<file path="src/sv/wgm_pkg.sv">
// Shared types and constants for the wildcard glob matcher.
// Item structs, operation codes and pattern symbol codes; no dependencies.
`default_nettype none

package wgm_pkg;

  // pattern store depth and derived widths
  localparam int unsigned PATTERN_MAX = 64;
  localparam int unsigned SLOT_W      = $clog2(PATTERN_MAX);
  localparam int unsigned LEN_W       = $clog2(PATTERN_MAX + 1);
  localparam int unsigned SYM_W       = 8;

  typedef logic [SLOT_W-1:0] slot_t;
  typedef logic [LEN_W-1:0]  len_t;
  typedef logic [SYM_W-1:0]  sym_t;

  // operation codes
  localparam logic [1:0] OP_WRITE = 2'd0;
  localparam logic [1:0] OP_START = 2'd1;
  localparam logic [1:0] OP_TEXT  = 2'd2;

  // wildcard symbols
  localparam sym_t SYM_ONE = 8'h3F;
  localparam sym_t SYM_ANY = 8'h2A;

  // input item
  typedef struct packed {
    logic [1:0] operation;
    slot_t      pattern_slot;
    sym_t       symbol;
  } in_item_t;

  // result item
  typedef struct packed {
    logic matched;
    logic all_dead;
  } out_item_t;

  // control from the top level to the row of cells
  typedef struct packed {
    logic  start;
    logic  step;
    logic  wr;
    slot_t slot;
    sym_t  sym;
  } row_ctl_t;

  // control broadcast to every cell
  typedef struct packed {
    logic start;
    logic step;
    sym_t sym;
  } cell_ctl_t;

endpackage

`default_nettype wire

</file>
<file path="src/sv/wgm_cell.sv">
// One pattern position of the matcher: holds its pattern byte and active bit.
// Passes closure and advance bits to the next cell; uses wgm_pkg.
`default_nettype none

module wgm_cell (
  input  wire               clk,
  input  wire               rst_n,
  input  wire               seed,      // position zero: reset value and start seed
  input  wgm_pkg::cell_ctl_t ctl,
  input  wire               wr_en,
  input  wire               pos_live,  // position at or below pattern length
  input  wire               tr_live,   // position below pattern length
  input  wire               pre_cin,
  input  wire               post_cin,
  input  wire               adv_in,
  output logic              pre_cout,
  output logic              post_cout,
  output logic              adv_out,
  output logic              post_out,
  output logic              act_out
);

  wgm_pkg::sym_t byte_r;
  logic          act_r;
  logic          act_nxt;
  logic          is_star;
  logic          hit;
  logic          pre_act;
  logic          base;

  // pattern byte decode
  assign is_star = (byte_r == wgm_pkg::SYM_ANY);
  assign hit     = is_star || (byte_r == wgm_pkg::SYM_ONE) || (byte_r == ctl.sym);

  // closure of the held set before the text byte
  assign pre_act  = (act_r & pos_live) | pre_cin;
  assign pre_cout = pre_act & is_star & tr_live;

  // advance on the text byte
  assign adv_out = pre_act & tr_live & hit;

  // new set, then its closure
  assign base      = ctl.start ? seed : (adv_in | pre_cout);
  assign post_out  = base | post_cin;
  assign post_cout = post_out & is_star & tr_live;

  assign act_nxt = (ctl.start || ctl.step) ? post_out : act_r;
  assign act_out = act_r;

  // active bit
  always_ff @(posedge clk) begin
    if (!rst_n) begin
      act_r <= seed;
    end else begin
      act_r <= act_nxt;
    end
  end

  // pattern byte
  always_ff @(posedge clk) begin
    if (wr_en) begin
      byte_r <= ctl.sym;
    end
  end

endmodule

`default_nettype wire

</file>
<file path="src/sv/wgm_row.sv">
// Row of pattern cells plus the end position, and the match report.
// Uses wgm_pkg and wgm_cell.
`default_nettype none

module wgm_row (
  input  wire                 clk,
  input  wire                 rst_n,
  input  wgm_pkg::row_ctl_t   ctl,
  input  wgm_pkg::len_t       len,
  output wgm_pkg::out_item_t  res
);

  localparam int unsigned N = wgm_pkg::PATTERN_MAX;

  wgm_pkg::cell_ctl_t cctl;
  logic [N:0]         pre_c;
  logic [N:0]         post_c;
  logic [N:0]         adv;
  logic [N:0]         post_vec;
  logic [N:0]         act_vec;
  logic               tail_act_r;
  logic               tail_act_nxt;

  assign cctl.start = ctl.start;
  assign cctl.step  = ctl.step;
  assign cctl.sym   = ctl.sym;

  assign pre_c[0]  = 1'b0;
  assign post_c[0] = 1'b0;
  assign adv[0]    = 1'b0;

  // one cell per pattern position
  for (genvar g = 0; g < N; g++) begin : g_cell
    wgm_cell u_cell (
      .clk       (clk),
      .rst_n     (rst_n),
      .seed      (g == 0),
      .ctl       (cctl),
      .wr_en     (ctl.wr && (ctl.slot == wgm_pkg::slot_t'(g))),
      .pos_live  (wgm_pkg::len_t'(g) <= len),
      .tr_live   (wgm_pkg::len_t'(g) < len),
      .pre_cin   (pre_c[g]),
      .post_cin  (post_c[g]),
      .adv_in    (adv[g]),
      .pre_cout  (pre_c[g+1]),
      .post_cout (post_c[g+1]),
      .adv_out   (adv[g+1]),
      .post_out  (post_vec[g]),
      .act_out   (act_vec[g])
    );
  end

  // end position: no pattern byte, only reached from below
  assign post_vec[N]  = (ctl.start ? 1'b0 : adv[N]) | post_c[N];
  assign tail_act_nxt = (ctl.start || ctl.step) ? post_vec[N] : tail_act_r;
  assign act_vec[N]   = tail_act_r;

  always_ff @(posedge clk) begin
    if (!rst_n) begin
      tail_act_r <= 1'b0;
    end else begin
      tail_act_r <= tail_act_nxt;
    end
  end

  // report on the new set
  assign res.matched  = post_vec[len];
  assign res.all_dead = ~|post_vec;

  // a start always leaves position zero active
  a_start_seed: assert property (@(posedge clk) disable iff (!rst_n)
    ctl.start |=> act_vec[0])
    else $error("position zero not active after start");

  // a dead set stays dead on text bytes
  a_dead_stays: assert property (@(posedge clk) disable iff (!rst_n)
    (ctl.step && !ctl.start && (act_vec == '0)) |=> (act_vec == '0))
    else $error("dead set revived by a text byte");

  // a match and an empty set never coincide
  a_report: assert property (@(posedge clk) disable iff (!rst_n)
    (ctl.start || ctl.step) |-> !(res.matched && res.all_dead))
    else $error("match reported with no active position");

endmodule

`default_nettype wire

</file>
<file path="src/sv/wgm_outbuf.sv">
// Output register with a skid stage for the result channel.
// Uses wgm_pkg for the result item type.
`default_nettype none

module wgm_outbuf (
  input  wire                 clk,
  input  wire                 rst_n,
  input  wire                 res_valid,
  input  wgm_pkg::out_item_t  res,
  output logic                full,
  output logic                out_valid,
  input  wire                 out_stall,
  output wgm_pkg::out_item_t  out_data
);

  logic                out_valid_r;
  logic                out_valid_nxt;
  wgm_pkg::out_item_t  out_data_r;
  wgm_pkg::out_item_t  out_data_nxt;
  logic                skid_valid_r;
  logic                skid_valid_nxt;
  wgm_pkg::out_item_t  skid_data_r;
  wgm_pkg::out_item_t  skid_data_nxt;
  logic                out_take;

  assign out_take  = out_valid_r & ~out_stall;
  assign out_valid = out_valid_r;
  assign out_data  = out_data_r;
  assign full      = skid_valid_r;

  // buffer steering
  always_comb begin
    out_valid_nxt  = out_valid_r;
    out_data_nxt   = out_data_r;
    skid_valid_nxt = skid_valid_r;
    skid_data_nxt  = skid_data_r;
    if (skid_valid_r) begin
      if (out_take) begin
        out_data_nxt   = skid_data_r;
        skid_valid_nxt = 1'b0;
      end
    end else if (res_valid) begin
      if (!out_valid_r || out_take) begin
        out_valid_nxt = 1'b1;
        out_data_nxt  = res;
      end else begin
        skid_valid_nxt = 1'b1;
        skid_data_nxt  = res;
      end
    end else if (out_take) begin
      out_valid_nxt = 1'b0;
    end
  end

  // control flags
  always_ff @(posedge clk) begin
    if (!rst_n) begin
      out_valid_r  <= 1'b0;
      skid_valid_r <= 1'b0;
    end else begin
      out_valid_r  <= out_valid_nxt;
      skid_valid_r <= skid_valid_nxt;
    end
  end

  // payload
  always_ff @(posedge clk) begin
    out_data_r  <= out_data_nxt;
    skid_data_r <= skid_data_nxt;
  end

  // skid stage only fills behind a held output
  a_skid_behind: assert property (@(posedge clk) disable iff (!rst_n)
    skid_valid_r |-> out_valid_r)
    else $error("skid stage full with output register empty");

  // no new item arrives while the skid stage is full
  a_no_overrun: assert property (@(posedge clk) disable iff (!rst_n)
    skid_valid_r |-> !res_valid)
    else $error("result arrived with buffer full");

endmodule

`default_nettype wire

</file>
<file path="src/sv/wildcard_glob_matcher_top.sv">
// Top level of the wildcard glob matcher: handshakes, length register.
// Uses wgm_pkg, wgm_row and wgm_outbuf.
//
// Usage:
//   Input channel (in_valid, in_stall, in_data) carries items of three kinds:
//   write a pattern byte into a slot, start a new text, or one text byte.
//   '?' in the pattern matches any one byte, '*' any run of bytes.
//   Configuration channel (cfg_valid, cfg_ready, cfg_data) sets the pattern
//   length; cfg_ready is always high, and a length above 64 acts as 64.
//   Each start and text item gives one result (matched, all_dead) on the
//   output channel (out_valid, out_stall, out_data); writes give none.
//   Results: each result is registered in the output register, or in the skid
//   entry if the output is held. Throughput: one item per cycle while in_stall
//   is low; all 64 cells update at once, the '*' closure rippling through them.
//   Stall: results wait in an output register and one skid entry; in_stall
//   rises only when both are full, and drops once the receiver takes one.
//   Reset: the pattern length is zero and only position zero is active, so
//   a text byte before any start behaves as if a start had come. Pattern
//   bytes are not cleared and must be written before use.
`default_nettype none

module wildcard_glob_matcher_top (
  input  wire                 clk,
  input  wire                 rst_n,
  input  wire                 in_valid,
  output logic                in_stall,
  input  wgm_pkg::in_item_t   in_data,
  output logic                out_valid,
  input  wire                 out_stall,
  output wgm_pkg::out_item_t  out_data,
  input  wire                 cfg_valid,
  output logic                cfg_ready,
  input  wgm_pkg::len_t       cfg_data
);

  wgm_pkg::len_t      len_r;
  wgm_pkg::len_t      len_nxt;
  wgm_pkg::len_t      len_use;
  wgm_pkg::row_ctl_t  row_ctl;
  wgm_pkg::out_item_t res;
  logic               in_acc;
  logic               buf_full;

  assign cfg_ready = 1'b1;
  assign in_acc    = in_valid & ~in_stall;
  assign in_stall  = buf_full;

  // length register
  assign len_nxt = (cfg_valid && cfg_ready) ? cfg_data : len_r;
  assign len_use = (len_r > wgm_pkg::len_t'(wgm_pkg::PATTERN_MAX))
                   ? wgm_pkg::len_t'(wgm_pkg::PATTERN_MAX) : len_r;

  always_ff @(posedge clk) begin
    if (!rst_n) begin
      len_r <= '0;
    end else begin
      len_r <= len_nxt;
    end
  end

  // operation decode
  always_comb begin
    row_ctl.start = 1'b0;
    row_ctl.step  = 1'b0;
    row_ctl.wr    = 1'b0;
    row_ctl.slot  = in_data.pattern_slot;
    row_ctl.sym   = in_data.symbol;
    case (in_data.operation)
      wgm_pkg::OP_WRITE: row_ctl.wr    = in_acc;
      wgm_pkg::OP_START: row_ctl.start = in_acc;
      wgm_pkg::OP_TEXT:  row_ctl.step  = in_acc;
      default: ;
    endcase
  end

  // cell row
  wgm_row u_row (
    .clk   (clk),
    .rst_n (rst_n),
    .ctl   (row_ctl),
    .len   (len_use),
    .res   (res)
  );

  // result buffering
  wgm_outbuf u_outbuf (
    .clk       (clk),
    .rst_n     (rst_n),
    .res_valid (row_ctl.start | row_ctl.step),
    .res       (res),
    .full      (buf_full),
    .out_valid (out_valid),
    .out_stall (out_stall),
    .out_data  (out_data)
  );

endmodule

`default_nettype wire

</file>
<file path="config.mk">
export PLATFORM = sky130hd
export DESIGN_NAME = wildcard_glob_matcher_top
export DESIGN_NICKNAME = d
export VERILOG_FILES = /design/src/sv/wgm_pkg.sv /design/src/sv/wgm_cell.sv /design/src/sv/wgm_row.sv /design/src/sv/wgm_outbuf.sv /design/src/sv/wildcard_glob_matcher_top.sv
export SDC_FILE = /design/constraint.sdc
export NUM_CORES = 1
export LEC_CHECK = 0
export ABC_AREA = 0
export BUFFER_PORTS_ARGS = -buffer_cell sky130_fd_sc_hd__buf_4
export CAP_MARGIN = 40
export CORE_ASPECT_RATIO = 0.9
export CORE_MARGIN = 8
export CORE_UTILIZATION = 40
export CTS_CLUSTER_SIZE = 40
export DETAILED_ROUTE_END_ITERATION = 7
export HOLD_SLACK_MARGIN = 0.02
export PLACE_DENSITY = 0.62
export SKIP_CTS_REPAIR_TIMING = 1
export SLEW_MARGIN = 20
export SYNTH_ARGS = -nofsm -noshare
export SYNTH_HDL_FRONTEND = slang
export SYNTH_SLANG_ARGS = --single-unit
export TNS_END_PERCENT = 30
</file>
<file path="constraint.sdc">
create_clock -name clk -period 11.57 [get_ports clk]
set_input_delay 2.314 -clock clk [delete_from_list [all_inputs] [get_ports clk]]
set_output_delay 2.314 -clock clk [all_outputs]
set_load 0.05 [all_outputs]
</file>
==> Implementation_results.wiki, run 1 <==
{| class="wikitable"
! Metric !! Value
|-
| Horizontal die dimension || 322 um
|-
| Seq. cell area || ~17000 um2
|-
| Count of pins over their slew limit || 0
|-
| Setup crit start kind || input port
|-
| Peak supply drop || between 0.1 and 0.15 mV
|-
| Post-synthesis cell area || about 34000 um2
|-
| Maximum fanout encountered on the critical timing path || 47
|-
| Number of enable flip-flop cells after synthesis || roughly 520
|-
| Final weighted congestion of routability-driven global placement || 0.958
|-
| Depth of the most critical reg-to-reg path || 20
|-
| CP Capture Type || flip-flop
|-
| Status || finished clean
|-
| CP Data Required Time || between 10 and 15 ns
|-
| Ratio of cells with drive above 1 in the final layout || 0.0830
|-
| Worst Setup Path Type || in2reg
|-
| FFs w/ async S/R, synth || 0
|-
| Starting utilization of the core area || 0.402
|-
| PD cells || 129 nW/um2
|-
| Buffers from clock root to sink, at most || 3
|-
| Yosys Warn Count || 0
|-
| Pin count of the biggest net entering global routing || 74
|-
| Hold path cells || 2
|-
| Clock Tree Root || sky130_fd_sc_hd__clkbuf_16
|-
| Vias in the first global route || 25400
|-
| Number of inserted filler cells in the final layout || a little under 8000
|-
| Total of max-cap violations || 0
|-
| Number of distinct library cell variants in the gate-level netlist after synthesis || 115
|-
| Synthesized net count || 3251
|-
| Final period utilization || 0.655
|-
| Dominant register cell in the synthesized netlist || sky130_fd_sc_hd__edfxtp_1
|-
| Mean post-synth cell area || 10.5 um2
|-
| HPWL reported at the end of detailed placement || 71300 um
|-
| Synth Instances || 3223
|-
| Ports placed on the boundary || 33
|-
| Total negative setup slack || 0 ns
|-
| Total Wirelength || between 100000 and 150000 um
|-
| DIE AREA || between 90000 and 100000 um2
|-
| Wire length of the first global-routing pass || 158000 um
|-
| DRC Markers || 0
|-
| Utilization after layout || 0.446
|-
| Shortest period the worst path allows || around 7.6 ns
|-
| Clock-pin slew on the worst setup and hold paths || 0.07 ns
|-
| Post-layout total power || a little under 5 mW
|-
| Max Fclk || 132 MHz
|-
| TritonCTS clock tree || done
|-
| Core region area || ~84000 um2
|-
| Vias per std cell || about 6.0
|-
| Clock sink count || between 500 and 600
|-
| Post-route antenna net violation count || 0
|-
| Layout Nets || 3266
|-
| Number of antenna violations at the first check in global routing || 4
|-
| Number of setup violations in the final report || 0
|-
| Synthesized flop and latch total || just under 600
|-
| Unrepaired setup endpoints after global routing || false
|-
| Count of final hold-check violations || 0
|-
| DR iter-0 viols || 2650
|-
| Total congestion overflow after global routing || 0
|-
| Area used by multi-input combinational logic || between 15000 and 20000 um2
|-
| Clock latency of the later-clocked register in the worst-skew pair || roughly 0.67 ns
|-
| Normalized max-slew margin || 0.365
|-
| Slew at the pin closest to its max-slew limit || ~0.93 ns
|-
| Initial DRT Pass Iterations || 7
|-
| Max Clock Skew || 0.0468 ns
|-
| Average routed wire per standard cell || between 20 and 25 um
|-
| Sequential share of the synthesized area || 0.502
|-
| H-tree levels || 2
|-
| Reported leakage power || 12.2 nW
|-
| Layout Area Growth over Synthesis || 11.0%
|-
| Total routing usage reported by global routing || 0.215
|-
| Number of buffers created by CTS || 61
|-
| Count of buffers inserted at the top-level ports || 31
|-
| Die outline height || 292 um
|-
| Arrival time reported for the critical path endpoint || between 8 and 9 ns
|-
| Overall via count from detail_route || ~27000
|-
| Number of cell rows || around 100
|-
| Classification of the worst-slack hold path || reg2reg
|}
==> metal layers <==
metal | wire length [um] | GRT usage | vias up
li1 | - | - | 12200
met3 | 10700 | 0.0545 | 196
met2 | 43800 | 0.316 | 1235
met5 | 20 | 0 | -
met1 | 45900 | 0.305 | 12900
met4 | 3650 | 0.0737 | 2
==> layout by cell type, fill, tap and decap left out, types with 13 or more instances in the layout <==
cell | netlist | layout
sky130_fd_sc_hd__o31ai_1 | 15 | 15
sky130_fd_sc_hd__edfxtp_1 | 516 | 516
sky130_fd_sc_hd__clkbuf_16 | 0 | 65
sky130_fd_sc_hd__a21boi_0 | 17 | 17
sky130_fd_sc_hd__inv_1 | 41 | 41
sky130_fd_sc_hd__and2_1 | 26 | 26
sky130_fd_sc_hd__and3_1 | 45 | 45
sky130_fd_sc_hd__o21a_1 | 20 | 20
sky130_fd_sc_hd__dfxtp_1 | 73 | 72
sky130_fd_sc_hd__o21ai_1 | 19 | 19
sky130_fd_sc_hd__nand4_1 | 130 | 130
sky130_fd_sc_hd__o21bai_1 | 13 | 13
sky130_fd_sc_hd__o211a_1 | 40 | 40
sky130_fd_sc_hd__o22ai_1 | 23 | 23
sky130_fd_sc_hd__nor4_1 | 74 | 74
sky130_fd_sc_hd__clkinv_1 | 0 | 13
sky130_fd_sc_hd__xnor2_1 | 290 | 290
sky130_fd_sc_hd__buf_4 | 6 | 71
sky130_fd_sc_hd__a21oi_1 | 157 | 157
sky130_fd_sc_hd__o21ai_0 | 124 | 124
sky130_fd_sc_hd__xor2_1 | 223 | 223
sky130_fd_sc_hd__buf_6 | 2 | 13
sky130_fd_sc_hd__a31oi_1 | 28 | 28
sky130_fd_sc_hd__o2111ai_1 | 13 | 13
sky130_fd_sc_hd__nand2_1 | 195 | 195
sky130_fd_sc_hd__nand3_1 | 111 | 111
sky130_fd_sc_hd__or3_1 | 64 | 64
sky130_fd_sc_hd__a211oi_1 | 18 | 18
sky130_fd_sc_hd__nor2_1 | 310 | 310
sky130_fd_sc_hd__nor3_1 | 99 | 99
sky130_fd_sc_hd__or2_2 | 18 | 18
sky130_fd_sc_hd__a21o_1 | 36 | 36
sky130_fd_sc_hd__nor2b_1 | 25 | 24
sky130_fd_sc_hd__nand2b_1 | 19 | 18
sky130_fd_sc_hd__o211ai_1 | 34 | 34
==> where the power goes <==
part	leakage, nW	internal [mW]	switching, mW
sequential	5.24	2.33	0.0240
clock	1.02	1.20	0.845
combinational	5.99	0.139	0.306
total	12.2	3.67	1.17
==> worst paths after layout <==
| kind | endpoint | slack [ns] | from |
|---|---|---|---|
| worst min-delay path | u_row.g_cell[26].u_cell.act_out$_SDFFE_PN0N_ | 0.48 | u_row.g_cell[26].u_cell.act_out$_SDFFE_PN0N_ |
| worst min register to register | u_row.g_cell[26].u_cell.act_out$_SDFFE_PN0N_ | 0.48 | u_row.g_cell[26].u_cell.act_out$_SDFFE_PN0N_ |
| worst max register to register | u_outbuf.skid_data_r[1]$_DFFE_PP_ | 4.03 | len_r[6]$_SDFFE_PN0P_ |
| worst max-delay path | u_outbuf.skid_data_r[1]$_DFFE_PP_ | 4.00 | in_data[7] |
==> cells in the mapped netlist, types with 8 or more instances <==
| cell | n | area [um2] |
|---|---|---|
| sky130_fd_sc_hd__nand3_1 | 111 | 556 |
| sky130_fd_sc_hd__nor2_1 | 310 | 1160 |
| sky130_fd_sc_hd__and2_1 | 26 | 163 |
| sky130_fd_sc_hd__a22oi_1 | 10 | 75.1 |
| sky130_fd_sc_hd__nand2_1 | 195 | 732 |
| sky130_fd_sc_hd__o211a_1 | 40 | 400 |
| sky130_fd_sc_hd__nand2b_1 | 19 | 119 |
| sky130_fd_sc_hd__o21ai_1 | 19 | 95.1 |
| sky130_fd_sc_hd__o21ai_0 | 124 | 621 |
| sky130_fd_sc_hd__edfxtp_1 | 516 | 15500 |
| sky130_fd_sc_hd__nand4b_1 | 9 | 78.8 |
| sky130_fd_sc_hd__nand4_1 | 130 | 813 |
| sky130_fd_sc_hd__xnor2_1 | 290 | 2540 |
| sky130_fd_sc_hd__o21a_1 | 20 | 150 |
| sky130_fd_sc_hd__xor2_1 | 223 | 1950 |
| sky130_fd_sc_hd__clkbuf_1 | 51 | 191 |
| sky130_fd_sc_hd__nor4bb_1 | 9 | 90.1 |
| sky130_fd_sc_hd__a211o_1 | 12 | 105 |
| sky130_fd_sc_hd__nor3_1 | 99 | 495 |
| sky130_fd_sc_hd__a21boi_0 | 17 | 128 |
| sky130_fd_sc_hd__a31oi_1 | 28 | 175 |
| sky130_fd_sc_hd__mux2i_1 | 8 | 80.1 |
| sky130_fd_sc_hd__nor3b_1 | 13 | 97.6 |
| sky130_fd_sc_hd__nor2b_1 | 25 | 156 |
| sky130_fd_sc_hd__o31ai_1 | 15 | 113 |
| sky130_fd_sc_hd__or4_1 | 8 | 60.1 |
| sky130_fd_sc_hd__buf_1 | 11 | 41.3 |
| sky130_fd_sc_hd__a211oi_1 | 18 | 135 |
| sky130_fd_sc_hd__nor4b_1 | 9 | 78.8 |
| sky130_fd_sc_hd__a21oi_1 | 157 | 786 |
| sky130_fd_sc_hd__and3_1 | 45 | 282 |
| sky130_fd_sc_hd__a2111oi_0 | 8 | 70.1 |
| sky130_fd_sc_hd__or3_1 | 64 | 400 |
| sky130_fd_sc_hd__nor4_1 | 74 | 463 |
| sky130_fd_sc_hd__inv_1 | 41 | 154 |
| sky130_fd_sc_hd__o21bai_1 | 13 | 97.6 |
| sky130_fd_sc_hd__o22ai_1 | 23 | 144 |
| sky130_fd_sc_hd__or2_2 | 18 | 113 |
| sky130_fd_sc_hd__o2111ai_1 | 13 | 114 |
| sky130_fd_sc_hd__buf_2 | 75 | 375 |
| sky130_fd_sc_hd__o211ai_1 | 34 | 255 |
| sky130_fd_sc_hd__dfxtp_1 | 73 | 1460 |
| sky130_fd_sc_hd__a21o_1 | 36 | 270 |
==> metrics by stage <==
step | worst slack (ns) | area [um2] | instances | hold slack, ns
3_5_place_dp | 3.55 | 35300 | 4301 | 0.471
6_report | 4.00 | 37500 | 4424 | 0.481
3_3_place_gp | 3.60 | 35200 | 4292 | 0.458
5_1_grt | 3.56 | 37500 | 4421 | 0.500
2_1_floorplan | 4.75 | 33800 | 3223 | 0.443
4_1_cts | 4.19 | 37400 | 4414 | 0.481
==> flip-flops by register name (all words and copies together), names as in the netlist <==
| name | cells |
|---|---|
| u_row.g_cell.u_cell.act_out | 64 |
| u_outbuf.full | 1 |
| u_outbuf.skid_data_r | 2 |
| len_r | 7 |
| u_row.g_cell.u_cell.byte_r | 512 |
| u_outbuf.out_data | 2 |
| u_outbuf.out_valid | 1 |
==> kinds of logic (layout without fill, tap and decap cells) <==
logic type,count (synthesis),count (layout),synth area share
buffers and inverters,187,252,0.0247
and+or+nand+nor,1210,1210,0.187
muxes,9,9,0.00270
DFF,589,589,0.502
other,1,4,0.000111
AOI/OAI and AO/OA,714,714,0.151
xor gates and xnor gates,513,513,0.133
==> worst max-delay path, stage by stage <==
cell	delay, ns
sky130_fd_sc_hd__buf_6	0.37
sky130_fd_sc_hd__buf_4	0.43
sky130_fd_sc_hd__xor2_1	0.12
sky130_fd_sc_hd__nor4_1	0.24
sky130_fd_sc_hd__a32o_1	0.16
sky130_fd_sc_hd__o21ai_0	0.08
sky130_fd_sc_hd__o21bai_1	0.29
sky130_fd_sc_hd__a211oi_1	0.13
sky130_fd_sc_hd__o21ai_1	0.26
sky130_fd_sc_hd__a21oi_2	0.16
sky130_fd_sc_hd__a211oi_2	0.52
sky130_fd_sc_hd__o211ai_2	0.22
sky130_fd_sc_hd__a2111oi_4	0.68
sky130_fd_sc_hd__o21ai_4	0.16
sky130_fd_sc_hd__a21oi_1	0.40
sky130_fd_sc_hd__a31oi_1	0.22
sky130_fd_sc_hd__o211ai_1	0.25
sky130_fd_sc_hd__a32oi_1	0.11
sky130_fd_sc_hd__nor3_1	0.40
sky130_fd_sc_hd__o21ai_0	0.22
sky130_fd_sc_hd__a2bb2oi_1	0.21
==> final cells by class <==
cell class / instances / area share
antenna: 3 / 0.000200
clock buffer: 76 / 0.0456
tap: 1133 / 0.0378
multi-input combinational: 2447 / 0.427
inverter: 42 / 0.00420
timing repair buffer: 97 / 0.0229
clock inverter: 37 / 0.00984
sequential: 589 / 0.452
(Power assumes the default switching activity.)
==> run 2, diff against run 1 <==
--- a/config.mk
+++ b/config.mk
@@ -14,7 +14,7 @@
 export CTS_CLUSTER_SIZE = 40
 export DETAILED_ROUTE_END_ITERATION = 7
 export HOLD_SLACK_MARGIN = 0.02
-export PLACE_DENSITY = 0.62
+export PLACE_DENSITY = 0.64
 export SKIP_CTS_REPAIR_TIMING = 1
 export SLEW_MARGIN = 20
 export SYNTH_ARGS = -nofsm -noshare
==> constraint.sdc (replaced) <==
create_clock -name clk -period 6.9 [get_ports clk]
set_input_delay 1.38 -clock clk [delete_from_list [all_inputs] [get_ports clk]]
set_output_delay 1.38 -clock clk [all_outputs]
set_load 0.05 [all_outputs]
==> Implementation_results.wiki, run 2 (synthesis gave the netlist of run 1 again) <==
{| class="wikitable"
! Metric !! Value
|-
| DIE AREA || 94000 um2 (unchanged)
|-
| Post-layout total power || 8.00 mW (+65%)
|-
| Reported leakage power || 12.6 nW (+3.2%)
|-
| Ports placed on the boundary || 33 (unchanged)
|-
| Ratio of cells with drive above 1 in the final layout || 0.106 (+0.0231)
|-
| Layout Area Growth over Synthesis || 12.9%
|-
| Max Fclk || 148 MHz
|-
| Count of pins over their slew limit || 0 (unchanged)
|-
| Number of flip-flops in the largest register || 512 (unchanged)
|-
| Starting utilization of the core area || 0.402 (unchanged)
|-
| Normalized max-slew margin || 0.344 (-0.0214)
|-
| Total negative setup slack || 0 ns (unchanged)
|-
| Number of buffers created by CTS || 60 (-1.6%)
|-
| Layout Nets || 3351 (+2.6%)
|-
| Relative contribution of sequential cells to total power || 0.494 (+0.008)
|-
| Startpoint of the worst-slack reg-to-reg timing path || len_r[4]$_SDFFE_PN0P_
|-
| Total Wirelength || 109000 um (+4.4%)
|-
| Buffers from clock root to sink, at most || 3 (unchanged)
|-
| Initial DRT Pass Iterations || 6 (-1)
|-
| Count of final hold-check violations || 0 (unchanged)
|-
| Total of max-cap violations || 0 (unchanged)
|-
| Horizontal die dimension || 322 um (unchanged)
|-
| Classification of the worst-slack hold path || reg2reg
|-
| Number of cell rows || 101 (unchanged)
|-
| Final period utilization || 0.977
|-
| Clock-pin slew on the worst setup and hold paths || 0.07 ns (about the same)
|-
| Inserted Diodes || 0 (-3)
|-
| Internal power || 6.01 mW (+64%)
|-
| Worst Setup Slack, final || 0.161 ns (-3.84 ns)
|-
| Cell seen most often among critical-path stages || sky130_fd_sc_hd__a31oi_1
|-
| Number of inserted filler cells in the final layout || 7835 (+0.89%)
|-
| Commonest cells after routing, fill and taps aside || sky130_fd_sc_hd__edfxtp_1 (516), sky130_fd_sc_hd__nor2_1 (310), sky130_fd_sc_hd__xnor2_1 (290), sky130_fd_sc_hd__xor2_1 (223), sky130_fd_sc_hd__nand2_1 (195)
|-
| Vias in the first global route || 25400 (+0.15%)
|-
| Critical path launch point || len_r[4]$_SDFFE_PN0P_
|-
| Register with the highest flop count || u_row.g_cell.u_cell.byte_r
|-
| PD cells || 210 nW/um2 (+63%)
|-
| Clock sink count || 589 (unchanged)
|-
| Arrival time reported for the critical path endpoint || 7.21 ns (-0.85 ns)
|-
| Average routed wire per standard cell || 24.1 um (+2.5%)
|-
| H-tree levels || 2 (unchanged)
|-
| Number of antenna violations at the first check in global routing || 4 (unchanged)
|-
| Vias per std cell || 5.98 (-0.42%)
|-
| Status || finished clean
|-
| Core region area || 84000 um2 (unchanged)
|-
| Sw Share || 0.249 (+0.00621)
|-
| Post-Place Worst Slack || 0.265 ns (-3.29 ns)
|-
| Wire length of the first global-routing pass || 163000 um (+3.4%)
|-
| Share of power burned in the clock network || 0.407 (-0.015)
|-
| Post-route antenna net violation count || 0 (unchanged)
|-
| Pin count of the biggest net entering global routing || 74 (unchanged)
|-
| Setup crit start kind || flip-flop
|-
| Utilization after layout || 0.454 (+0.00756)
|-
| Die outline height || 292 um (unchanged)
|-
| Final weighted congestion of routability-driven global placement || 1.02 (+6.6%)
|-
| Placed standard-cell area || 36100 um2 (+2.2%)
|-
| Slew at the pin closest to its max-slew limit || 0.982 ns (+0.0536 ns)
|-
| Share of power burned in combinational logic || 0.099 (+0.007)
|-
| Final design instance area without fill || 38100 um2 (+1.7%)
|-
| Slowest cell on crit path || sky130_fd_sc_hd__dfxtp_1
|-
| CP Data Required Time || 7.37 ns (-4.69 ns)
|-
| DRC Markers || 0 (unchanged)
|-
| Peak supply drop || 0.192 mV (+70%)
|-
| Count of buffers inserted at the top-level ports || 31 (unchanged)
|-
| Worst Setup Path Type || reg2reg
|-
| Total routing usage reported by global routing || 0.224 (+0.00901)
|-
| Clock Tree Root || sky130_fd_sc_hd__clkbuf_16
|-
| Maximum fanout encountered on the critical timing path || 18 (-62%)
|-
| Net load switching power || 1.99 mW (+70%)
|-
| Total congestion overflow after global routing || 0 (unchanged)
|-
| Leading cell type in the layout, fill and taps excluded || sky130_fd_sc_hd__edfxtp_1
|-
| Overall via count from detail_route || 27000 (+1.4%)
|-
| Clock latency of the later-clocked register in the worst-skew pair || 0.64 ns (-0.03 ns)
|-
| DR iter-0 viols || 3150 (+19%)
|-
| Largest stage delay, worst path || 0.74 ns (+0.06 ns)
|-
| Shortest period the worst path allows || 6.74 ns
|-
| Start point of the worst min-delay path || u_row.g_cell[26].u_cell.act_out$_SDFFE_PN0N_
|-
| HPWL reported at the end of detailed placement || 79100 um (+11%)
|-
| CP Capture Type || flip-flop
|-
| Number of setup violations in the final report || 0 (unchanged)
|-
| Max Clock Skew || 0.0217 ns (-0.0251 ns)
|-
| TritonCTS clock tree || done
|-
| Ordered cell list for the critical path || or3_1, a21oi_1, o31ai_2, nand4_2, a31oi_2, nor2_1, a211oi_2, o21ai_1, a31oi_1, nor3b_2, o211ai_1, inv_1, a211oi_4, o211ai_2, and2_2, o311ai_0, o41ai_2, a31oi_1
|}
==> run 2: cell types whose count changed in the layout (fill, tap and decap cells not counted), sizes merged, moves of 2 or more <==
cell and change:
buf +87, bufinv -2, clkinv +2, diode -3
==> run 2: final timing paths <==
check / to / slack (ns) / cells after the start
setup / recovery: u_outbuf.out_data[1]$_DFFE_PP_ / 0.16 / 18
hold reg to reg: u_row.g_cell[26].u_cell.act_out$_SDFFE_PN0N_ / 0.48 / 2
setup reg to reg: u_outbuf.out_data[1]$_DFFE_PP_ / 0.16 / 18
hold / removal: u_row.g_cell[26].u_cell.act_out$_SDFFE_PN0N_ / 0.48 / 2
==> run 2: metrics by stage <==
stage | hold slack, ns | std cells
6_report | 0.481 | 4505
5_1_grt | 0.502 | 4505
4_1_cts | 0.475 | 4499
3_5_place_dp | 0.464 | 4388
3_3_place_gp | 0.456 | 4381
2_1_floorplan | 0.443 | 3223
==> run 2: worst max-delay path, delay by kind of cell (launching register included) <==
kind | cells | cell delay [ns]
flip-flops | 1 | 0.74
buffers and inverters | 1 | 0.18
AND/OR/NAND/NOR | 5 | 1.56
AO/OA/AOI/OAI | 12 | 4.06
==> run 2: layer usage <==
metal,track usage,part of all wire,up-vias
li1,-,-,12400
met1,0.332,0.46,13300
met2,0.326,0.42,1130
met3,0.0448,0.087,177
met4,0.0677,0.033,4
met5,0,0.00024,-
==> run 2: power groups by stage <==
stage               clock (mW)  sequential, mW  combinational [mW]
CTS                       3.32            3.95               0.780
global placement             0            4.03               0.773
detailed placement           0            4.03               0.776
floorplan                    0            4.01               0.462
finish                    3.25            3.95               0.794
global route              3.43            3.96               0.848
==> run 2: area by class of cell <==
cell class,count,area [um2],area share
Clock buffer,76,1610,0.0423
Timing Repair Buffer,183,1620,0.0426
Inverter,42,158,0.00413
Clock inverter,35,313,0.00820
Sequential cell,589,17000,0.445
Multi-Input combinational cell,2447,16100,0.421
Tap cell,1133,1420,0.0372
